File: config.mk
export PLATFORM = sky130hd
export DESIGN_NAME = hsv_to_rgb_converter_top
export DESIGN_NICKNAME = d
export VERILOG_FILES = /design/src/design/hsv2rgb_pkg.sv /design/src/design/hsv_to_rgb_converter_top.sv
export VERILOG_INCLUDE_DIRS = /design/src /design/src/design
export SDC_FILE = /design/constraint.sdc
export NUM_CORES = 1
export LEC_CHECK = 0
export BUFFER_PORTS_ARGS = -buffer_cell sky130_fd_sc_hd__buf_2
export CAP_MARGIN = 10
export CORE_ASPECT_RATIO = 0.6
export CORE_MARGIN = 10
export CORE_UTILIZATION = 64
export DETAILED_ROUTE_END_ITERATION = 16
export PLACE_DENSITY = 0.91
export REMOVE_ABC_BUFFERS = 1
export SLEW_MARGIN = 20
export SYNTH_ARGS = -nofsm -noshare
export SYNTH_HDL_FRONTEND = slang
export SYNTH_SLANG_ARGS = --single-unit
File: constraint.sdc
create_clock -name clk_i -period 11.5 [get_ports clk_i]
set_input_delay 0.575 -clock clk_i [delete_from_list [all_inputs] [get_ports clk_i]]
set_output_delay 0.575 -clock clk_i [all_outputs]
set_load 0.01 [all_outputs]
File: src/design/hsv_to_rgb_converter_top_macros.svh
// Assertion helpers for the HSV to RGB converter.
`ifndef HSV_TO_RGB_CONVERTER_TOP_MACROS_SVH
`define HSV_TO_RGB_CONVERTER_TOP_MACROS_SVH

`ifndef NO_ASSERTIONS

// Check that cond holds at every clock edge outside reset.
`define HSV2RGB_ASSERT_HOLDS(label, cond) \
  label: assert property (@(posedge clk_i) disable iff (!rst_ni) (cond)) \
    else $error("hsv2rgb: invariant violated");

// Check that cause at one edge implies effect at the next edge.
`define HSV2RGB_ASSERT_NEXT(label, cause, effect) \
  label: assert property (@(posedge clk_i) disable iff (!rst_ni) (cause) |=> (effect)) \
    else $error("hsv2rgb: sequence violated");

`else

`define HSV2RGB_ASSERT_HOLDS(label, cond)
`define HSV2RGB_ASSERT_NEXT(label, cause, effect)

`endif

`endif

File: src/design/hsv2rgb_pkg.sv
package hsv2rgb_pkg;

  // Fixed point format of saturation, value and the channels
  localparam int unsigned ChanW    = 16;
  localparam int unsigned FracBits = 15;
  localparam logic [ChanW-1:0] One = ChanW'(1 << FracBits);

  // Hue geometry in 1/16 degree units
  localparam int unsigned SectorW   = 10;
  localparam logic [SectorW-1:0] HueSector = SectorW'(960);

  // Reciprocals of 15: floor(t/15) = (t * M) >> k over the ranges used here
  localparam logic [22:0] Div15Mul16 = 23'd4370;     // t < 2^10, k = 16
  localparam logic [19:0] Div15Mul23 = 20'd559241;   // t < 2^19, k = 23

  // Reciprocal of 6 for sector numbers below 128: (q * 43) >> 8
  localparam logic [12:0] Div6Mul = 13'd43;

  // Color wheel sectors
  typedef enum logic [2:0] {
    SecRed     = 3'd0,
    SecYellow  = 3'd1,
    SecGreen   = 3'd2,
    SecCyan    = 3'd3,
    SecBlue    = 3'd4,
    SecMagenta = 3'd5
  } sector_e;

endpackage

File: src/design/hsv_to_rgb_converter_top.sv
// HSV to RGB pixel converter, five register stages.
// Throughput: one pixel per cycle; the whole pipeline halts while the output
//   holds a pixel that is not taken, so the rate is set by output tready.
// Reset: rst_ni clears all valid bits asynchronously; data registers are not reset.
`include "hsv_to_rgb_converter_top_macros.svh"

module hsv_to_rgb_converter_top import hsv2rgb_pkg::*; (
  input  logic        clk_i,
  input  logic        rst_ni,
  input  logic        s_axis_tvalid_i,
  output logic        s_axis_tready_o,
  input  logic [47:0] s_axis_tdata_i,   // hue[15:0], saturation[31:16], brightness[47:32]
  output logic        m_axis_tvalid_o,
  input  logic        m_axis_tready_i,
  output logic [47:0] m_axis_tdata_o    // red[15:0], green[31:16], blue[47:32]
);

  logic [4:0] vld_q;
  logic       adv;

  // Advance every stage when the output register is free or being taken
  assign adv             = !vld_q[4] || m_axis_tready_i;
  assign s_axis_tready_o = adv;
  assign m_axis_tvalid_o = vld_q[4];

  always_ff @(posedge clk_i or negedge rst_ni) begin
    if (!rst_ni) begin
      vld_q <= '0;
    end else if (adv) begin
      vld_q <= {vld_q[3:0], s_axis_tvalid_i};
    end
  end

  // ---------------- Stage 1: clamp inputs, coarse sector number ----------------
  logic [ChanW-1:0] in_hue, in_sat, in_val;
  logic [22:0]      q_prod;
  logic [ChanW-1:0] s1_hue_q, s1_sat_q, s1_val_q;
  logic [ChanW-1:0] s1_sat_d, s1_val_d;
  logic [6:0]       s1_q_q, s1_q_d;

  assign in_hue = s_axis_tdata_i[15:0];
  assign in_sat = s_axis_tdata_i[31:16];
  assign in_val = s_axis_tdata_i[47:32];

  // hue / 960 = (hue >> 6) / 15
  assign q_prod   = {13'b0, in_hue[15:6]} * Div15Mul16;
  assign s1_q_d   = q_prod[22:16];
  assign s1_sat_d = (in_sat > One) ? One : in_sat;
  assign s1_val_d = (in_val > One) ? One : in_val;

  always_ff @(posedge clk_i) begin
    if (adv) begin
      s1_hue_q <= in_hue;
      s1_sat_q <= s1_sat_d;
      s1_val_q <= s1_val_d;
      s1_q_q   <= s1_q_d;
    end
  end

  // ---------------- Stage 2: sector, position, chroma ----------------
  logic [ChanW-1:0]   qx960, pos_full;
  logic [SectorW-1:0] pos;
  logic [12:0]        q6_prod;
  logic [4:0]         q6;
  logic [6:0]         sec_full;
  logic [31:0]        sv_prod;
  logic [2:0]         s2_sec_q, s2_sec_d;
  logic [SectorW-1:0] s2_w_q, s2_w_d;
  logic [ChanW-1:0]   s2_chroma_q, s2_chroma_d;
  logic [ChanW-1:0]   s2_val_q;

  assign qx960    = {9'b0, s1_q_q} * ChanW'(HueSector);
  assign pos_full = s1_hue_q - qx960;
  assign pos      = pos_full[SectorW-1:0];

  // Fold the coarse sector number onto the six-sector wheel
  assign q6_prod  = {6'b0, s1_q_q} * Div6Mul;
  assign q6       = q6_prod[12:8];
  assign sec_full = s1_q_q - ({2'b0, q6} * 7'd6);
  assign s2_sec_d = sec_full[2:0];

  // Odd sectors run backward
  assign s2_w_d      = s2_sec_d[0] ? (HueSector - pos) : pos;
  assign sv_prod     = s1_sat_q * s1_val_q;
  assign s2_chroma_d = sv_prod[FracBits +: ChanW];

  always_ff @(posedge clk_i) begin
    if (adv) begin
      s2_sec_q    <= s2_sec_d;
      s2_w_q      <= s2_w_d;
      s2_chroma_q <= s2_chroma_d;
      s2_val_q    <= s1_val_q;
    end
  end

  // ---------------- Stage 3: chroma * w, offset m ----------------
  logic [25:0]      s3_prod_q, s3_prod_d;
  logic [ChanW-1:0] s3_m_q, s3_m_d;
  logic [ChanW-1:0] s3_chroma_q;
  logic [2:0]       s3_sec_q;

  assign s3_prod_d = {10'b0, s2_chroma_q} * {16'b0, s2_w_q};
  assign s3_m_d    = s2_val_q - s2_chroma_q;

  always_ff @(posedge clk_i) begin
    if (adv) begin
      s3_prod_q   <= s3_prod_d;
      s3_m_q      <= s3_m_d;
      s3_chroma_q <= s2_chroma_q;
      s3_sec_q    <= s2_sec_q;
    end
  end

  // ---------------- Stage 4: x = prod / 960 ----------------
  logic [39:0]      x_prod;
  logic [ChanW-1:0] s4_x_q, s4_x_d;
  logic [ChanW-1:0] s4_m_q, s4_chroma_q;
  logic [2:0]       s4_sec_q;

  // prod / 960 = (prod >> 6) / 15
  assign x_prod = {20'b0, s3_prod_q[25:6]} * {20'b0, Div15Mul23};
  assign s4_x_d = x_prod[23 +: ChanW];

  always_ff @(posedge clk_i) begin
    if (adv) begin
      s4_x_q      <= s4_x_d;
      s4_m_q      <= s3_m_q;
      s4_chroma_q <= s3_chroma_q;
      s4_sec_q    <= s3_sec_q;
    end
  end

  // ---------------- Stage 5: sector assignment, add m ----------------
  logic [ChanW-1:0] r_pre, g_pre, b_pre;
  logic [ChanW-1:0] out_r_q, out_g_q, out_b_q;

  always_comb begin
    r_pre = '0;
    g_pre = '0;
    b_pre = '0;
    case (sector_e'(s4_sec_q))
      SecRed:    begin r_pre = s4_chroma_q; g_pre = s4_x_q;                            end
      SecYellow: begin r_pre = s4_x_q;      g_pre = s4_chroma_q;                       end
      SecGreen:  begin                      g_pre = s4_chroma_q; b_pre = s4_x_q;       end
      SecCyan:   begin                      g_pre = s4_x_q;      b_pre = s4_chroma_q;  end
      SecBlue:   begin r_pre = s4_x_q;                           b_pre = s4_chroma_q;  end
      default:   begin r_pre = s4_chroma_q;                      b_pre = s4_x_q;       end
    endcase
  end

  always_ff @(posedge clk_i) begin
    if (adv) begin
      out_r_q <= r_pre + s4_m_q;
      out_g_q <= g_pre + s4_m_q;
      out_b_q <= b_pre + s4_m_q;
    end
  end

  assign m_axis_tdata_o = {out_b_q, out_g_q, out_r_q};

  // ---------------- Checks ----------------
  `HSV2RGB_ASSERT_HOLDS(a_chan_bound, !vld_q[4] || (out_r_q <= One && out_g_q <= One && out_b_q <= One))
  `HSV2RGB_ASSERT_HOLDS(a_x_below_chroma, !vld_q[3] || (s4_x_q <= s4_chroma_q))
  `HSV2RGB_ASSERT_NEXT(a_valid_travels, adv && vld_q[1], vld_q[2])

endmodule
==> impl_metrics.tcl <==
set metrics [dict create \
    cts_tree "built" \
    ioPinCount 102 \
    grt_pass1_vias 22544 \
    grt_max_degree 74 \
    netlist_area_sq_um 29600 \
    ant_nets 0 \
    clk_latency_ns 0.58 \
    fin_crit_ns 7.13 \
    routed_wl_microns 73600 \
    status "complete, no violations" \
    die_y_microns 187 \
    drt_iter0_markers 2230 \
    required_ns 11.82 \
    end_kind "register" \
    grt_pass1_wl_microns 118000 \
    synth-async-reset-ratio_pct 1.98 \
    worstMarginPinSlew_ns 1.17 \
    rows 60 \
    finalCritPeriodShare_pct 62.0 \
    maxCapViolations 0 \
    drv_slew 0 \
    track_usage_pct 26.2 \
    via_per_inst 5.95 \
    netlist_instances 2899 \
    clock_path_buffers 3 \
    post_cts_buffers 0 \
    ys_seq_area_share_pct 25.6 \
    max_freq_mhz 140 \
    vias 21403 \
    final_nets 3780 \
    first_pass_iters 6 \
    synth_top_area_cell "edfxtp_1" \
    synth_seq_cells 253 \
    cts-root-buf "clkbuf_16" \
    critPathKind "register to register" \
    syn_avg_cell_area_sq_um 10.2 \
    worst-path-max-fanout 16 \
    clkSlewWorstSetupHoldPaths_ns 0.07 \
    clock_skew_ns 0.0196 \
    cp_slowest_cell "a2111oi_1" \
    drive_gt1_share_pct 5.64 \
    crit_chain "nand2_1 -> fa_1 -> inv_1 -> fa_1 -> fa_1 -> fa_1 -> fa_1 -> inv_1 -> fa_1 -> inv_1 -> ha_1 -> nand4_1 -> inv_1 -> nand2_1 -> a2111oi_1 -> or2_1 -> a221oi_2 -> o221ai_1 -> xnor2_1" \
    crit_top_cell "fa_1" \
    synth_edf_count 248 \
    gr-total-overflow 0 \
    max_stage_delay_ns 0.99 \
    port_buffers 101 \
    arrival_ns 7.45 \
    synth_top_area_share_pct 25.2 \
    dp_hpwl_microns 58000 \
    synth_area_leaders "edfxtp_1 25%, fa_1 24%, ha_1 18%" \
    hp-class "primary input to register" \
    numCtsBuffers 27 \
    finalSetupViolCount 0 \
    start_kind "register" \
    cts.htree.levels 1 \
    core-area_sq_um 45300 \
    remaining_drc_errors 0 \
    ys_types 68 \
    dieWidth_microns 298 \
    final_hold_viol_count 0 \
    cts.sinks 253 \
    antenna_found_initial 3 \
    ys.flop_type "edfxtp_1" \
    area_delta_synth_final_pct 6.61 \
    gp_congestion 0.970 \
    max_slew_margin_pct 21.9 \
    finalSetupTns_ns 0 \
    dieArea_sq_um 55500 \
    start_util_pct 65.4 \
    wire_per_inst_microns 20.4 \
    rsz0062_at_grt "no" \
    yosys_warnings 0 \
]
## layout make-up
type | instances | area [sq um]
clock inverters | 20 | 201
multi-input cells | 2001 | 19600
clock buffers | 30 | 687
diodes | 3 | 7.51
fillers | 3110 | 13700
well taps | 620 | 776
flip-flops and latches | 253 | 7570
inverters | 562 | 2110
repair buffers | 111 | 583
## state kept, by name, summed over array words and instances, names as in the netlist, 5 cells and up
| name | flops |
|---|---|
| s1_sat_q | 16 |
| out_r_q | 16 |
| s2_val_q | 16 |
| vld_q | 5 |
| out_g_q | 16 |
| s3_prod_q | 20 |
| s1_hue_q | 10 |
| s1_q_q | 7 |
| s3_m_q | 16 |
| s2_chroma_q | 16 |
| s3_chroma_q | 16 |
| s4_chroma_q | 16 |
| out_b_q | 16 |
| s2_w_q | 10 |
| s4_x_q | 16 |
| s1_val_q | 16 |
| s4_m_q | 16 |
## synthesized netlist by cell type (17+ instances only)
master    count
a21o_1       39
a21oi_1     109
a221o_1      19
a22o_1       17
and2_1      187
clkbuf_1     80
edfxtp_1    248
fa_1        353
ha_1        419
inv_1       562
mux2i_1      18
nand2_1     337
nor2_1       73
nor2b_1      43
nor3_1       30
o21ai_0      17
o21ai_1      26
o21bai_1     17
xnor2_1     104
xor2_1       33
## layout by cell type, fill, tap and decap left out, drive strengths merged, types with 4 or more instances in the layout
cell     instances
inv            565
ha             419
fa             353
nand2          337
edfxtp         248
and2           187
a21oi          111
buf            110
xnor2          104
nor2            73
nor2b           43
o21ai           43
a21o            39
xor2            33
nor3            30
clkbuf          30
a221o           19
mux2i           18
o21bai          17
a22o            17
nand3           14
nand4           13
clkinv          12
and3            11
o21a            11
a2111oi         10
nand2b           9
nor4             7
o211ai           6
a31oi            6
a221oi           6
mux2             5
a211oi           5
a31o             5
dfrtp            5
o311ai           5
a41oi            4
a211o            4
## worst max-delay path: cells and delay by family (launching register included)
family                   cells  cell delay, ns
AO/OA/AOI/OAI                3            1.33
XOR/XNOR                     1            0.09
adder cells (fa/ha/maj)      7            3.55
buffers and inverters        4            0.26
flip-flops                   1            0.87
AND/OR/NAND/NOR              4            0.77
## stage by stage
| stage | std cells | setup slack [ns] | hold WS [ns] | cell area [sq um] | utilization [%] |
|---|---|---|---|---|---|
| 2_1_floorplan | 2816 | 3.77 | 0.279 | 29300 | - |
| 3_3_place_gp | 3546 | 4.49 | 0.388 | 30600 | 67.7 |
| 3_5_place_dp | 3546 | 4.58 | 0.394 | 30600 | 67.7 |
| 4_1_cts | 3597 | 4.51 | 0.161 | 31500 | 69.7 |
| 5_1_grt | 3600 | 4.13 | 0.166 | 31600 | 69.7 |
| 6_report | 3600 | 4.37 | 0.175 | 31600 | 69.7 |
## worst paths after layout
path	cells past startpoint	to	slack [ns]	from
max	19	s2_chroma_q[15]	4.37	s1_sat_q[5]
max in group asynchronous	2	vld_q[3]	11.03	rst_ni
min in group asynchronous	2	vld_q[4]	0.35	rst_ni
max reg2reg	19	s2_chroma_q[15]	4.37	s1_sat_q[5]
min	1	s1_hue_q[0]	0.17	s_axis_tdata_i[0]
min reg2reg	0	s4_chroma_q[4]	0.42	s3_chroma_q[4]
## routing by layer
layer | wire length (microns) | up-vias | GRT usage [%]
met5 | 0 | - | 0
met1 | 30100 | 10410 | 35.6
met2 | 32700 | 1210 | 40.8
li1 | - | 9557 | -
met4 | 2500 | 0 | 7.83
met3 | 8330 | 226 | 7.01
## cells by family after synthesis
logic type	count (synthesis)	synth area share (%)
AO/OA/AOI/OAI	335	7.90
XOR/XNOR	137	4.05
adder cells (fa/ha/maj)	772	41.6
buffers and inverters	645	8.18
flip-flops	253	25.6
multiplexers	23	0.799
AND/OR/NAND/NOR	734	11.9
## repair_timing
action                                 in CTS  in global routing
gates resized for setup                     0                  0
hold buffers                                1                  0
endpoints found under the hold margin       5                  0
setup endpoints to repair                   0                  0
Power is left out: the tool's default activity adds up to more than one toggle a clock period on the data nets, which glitch-free logic cannot reach.
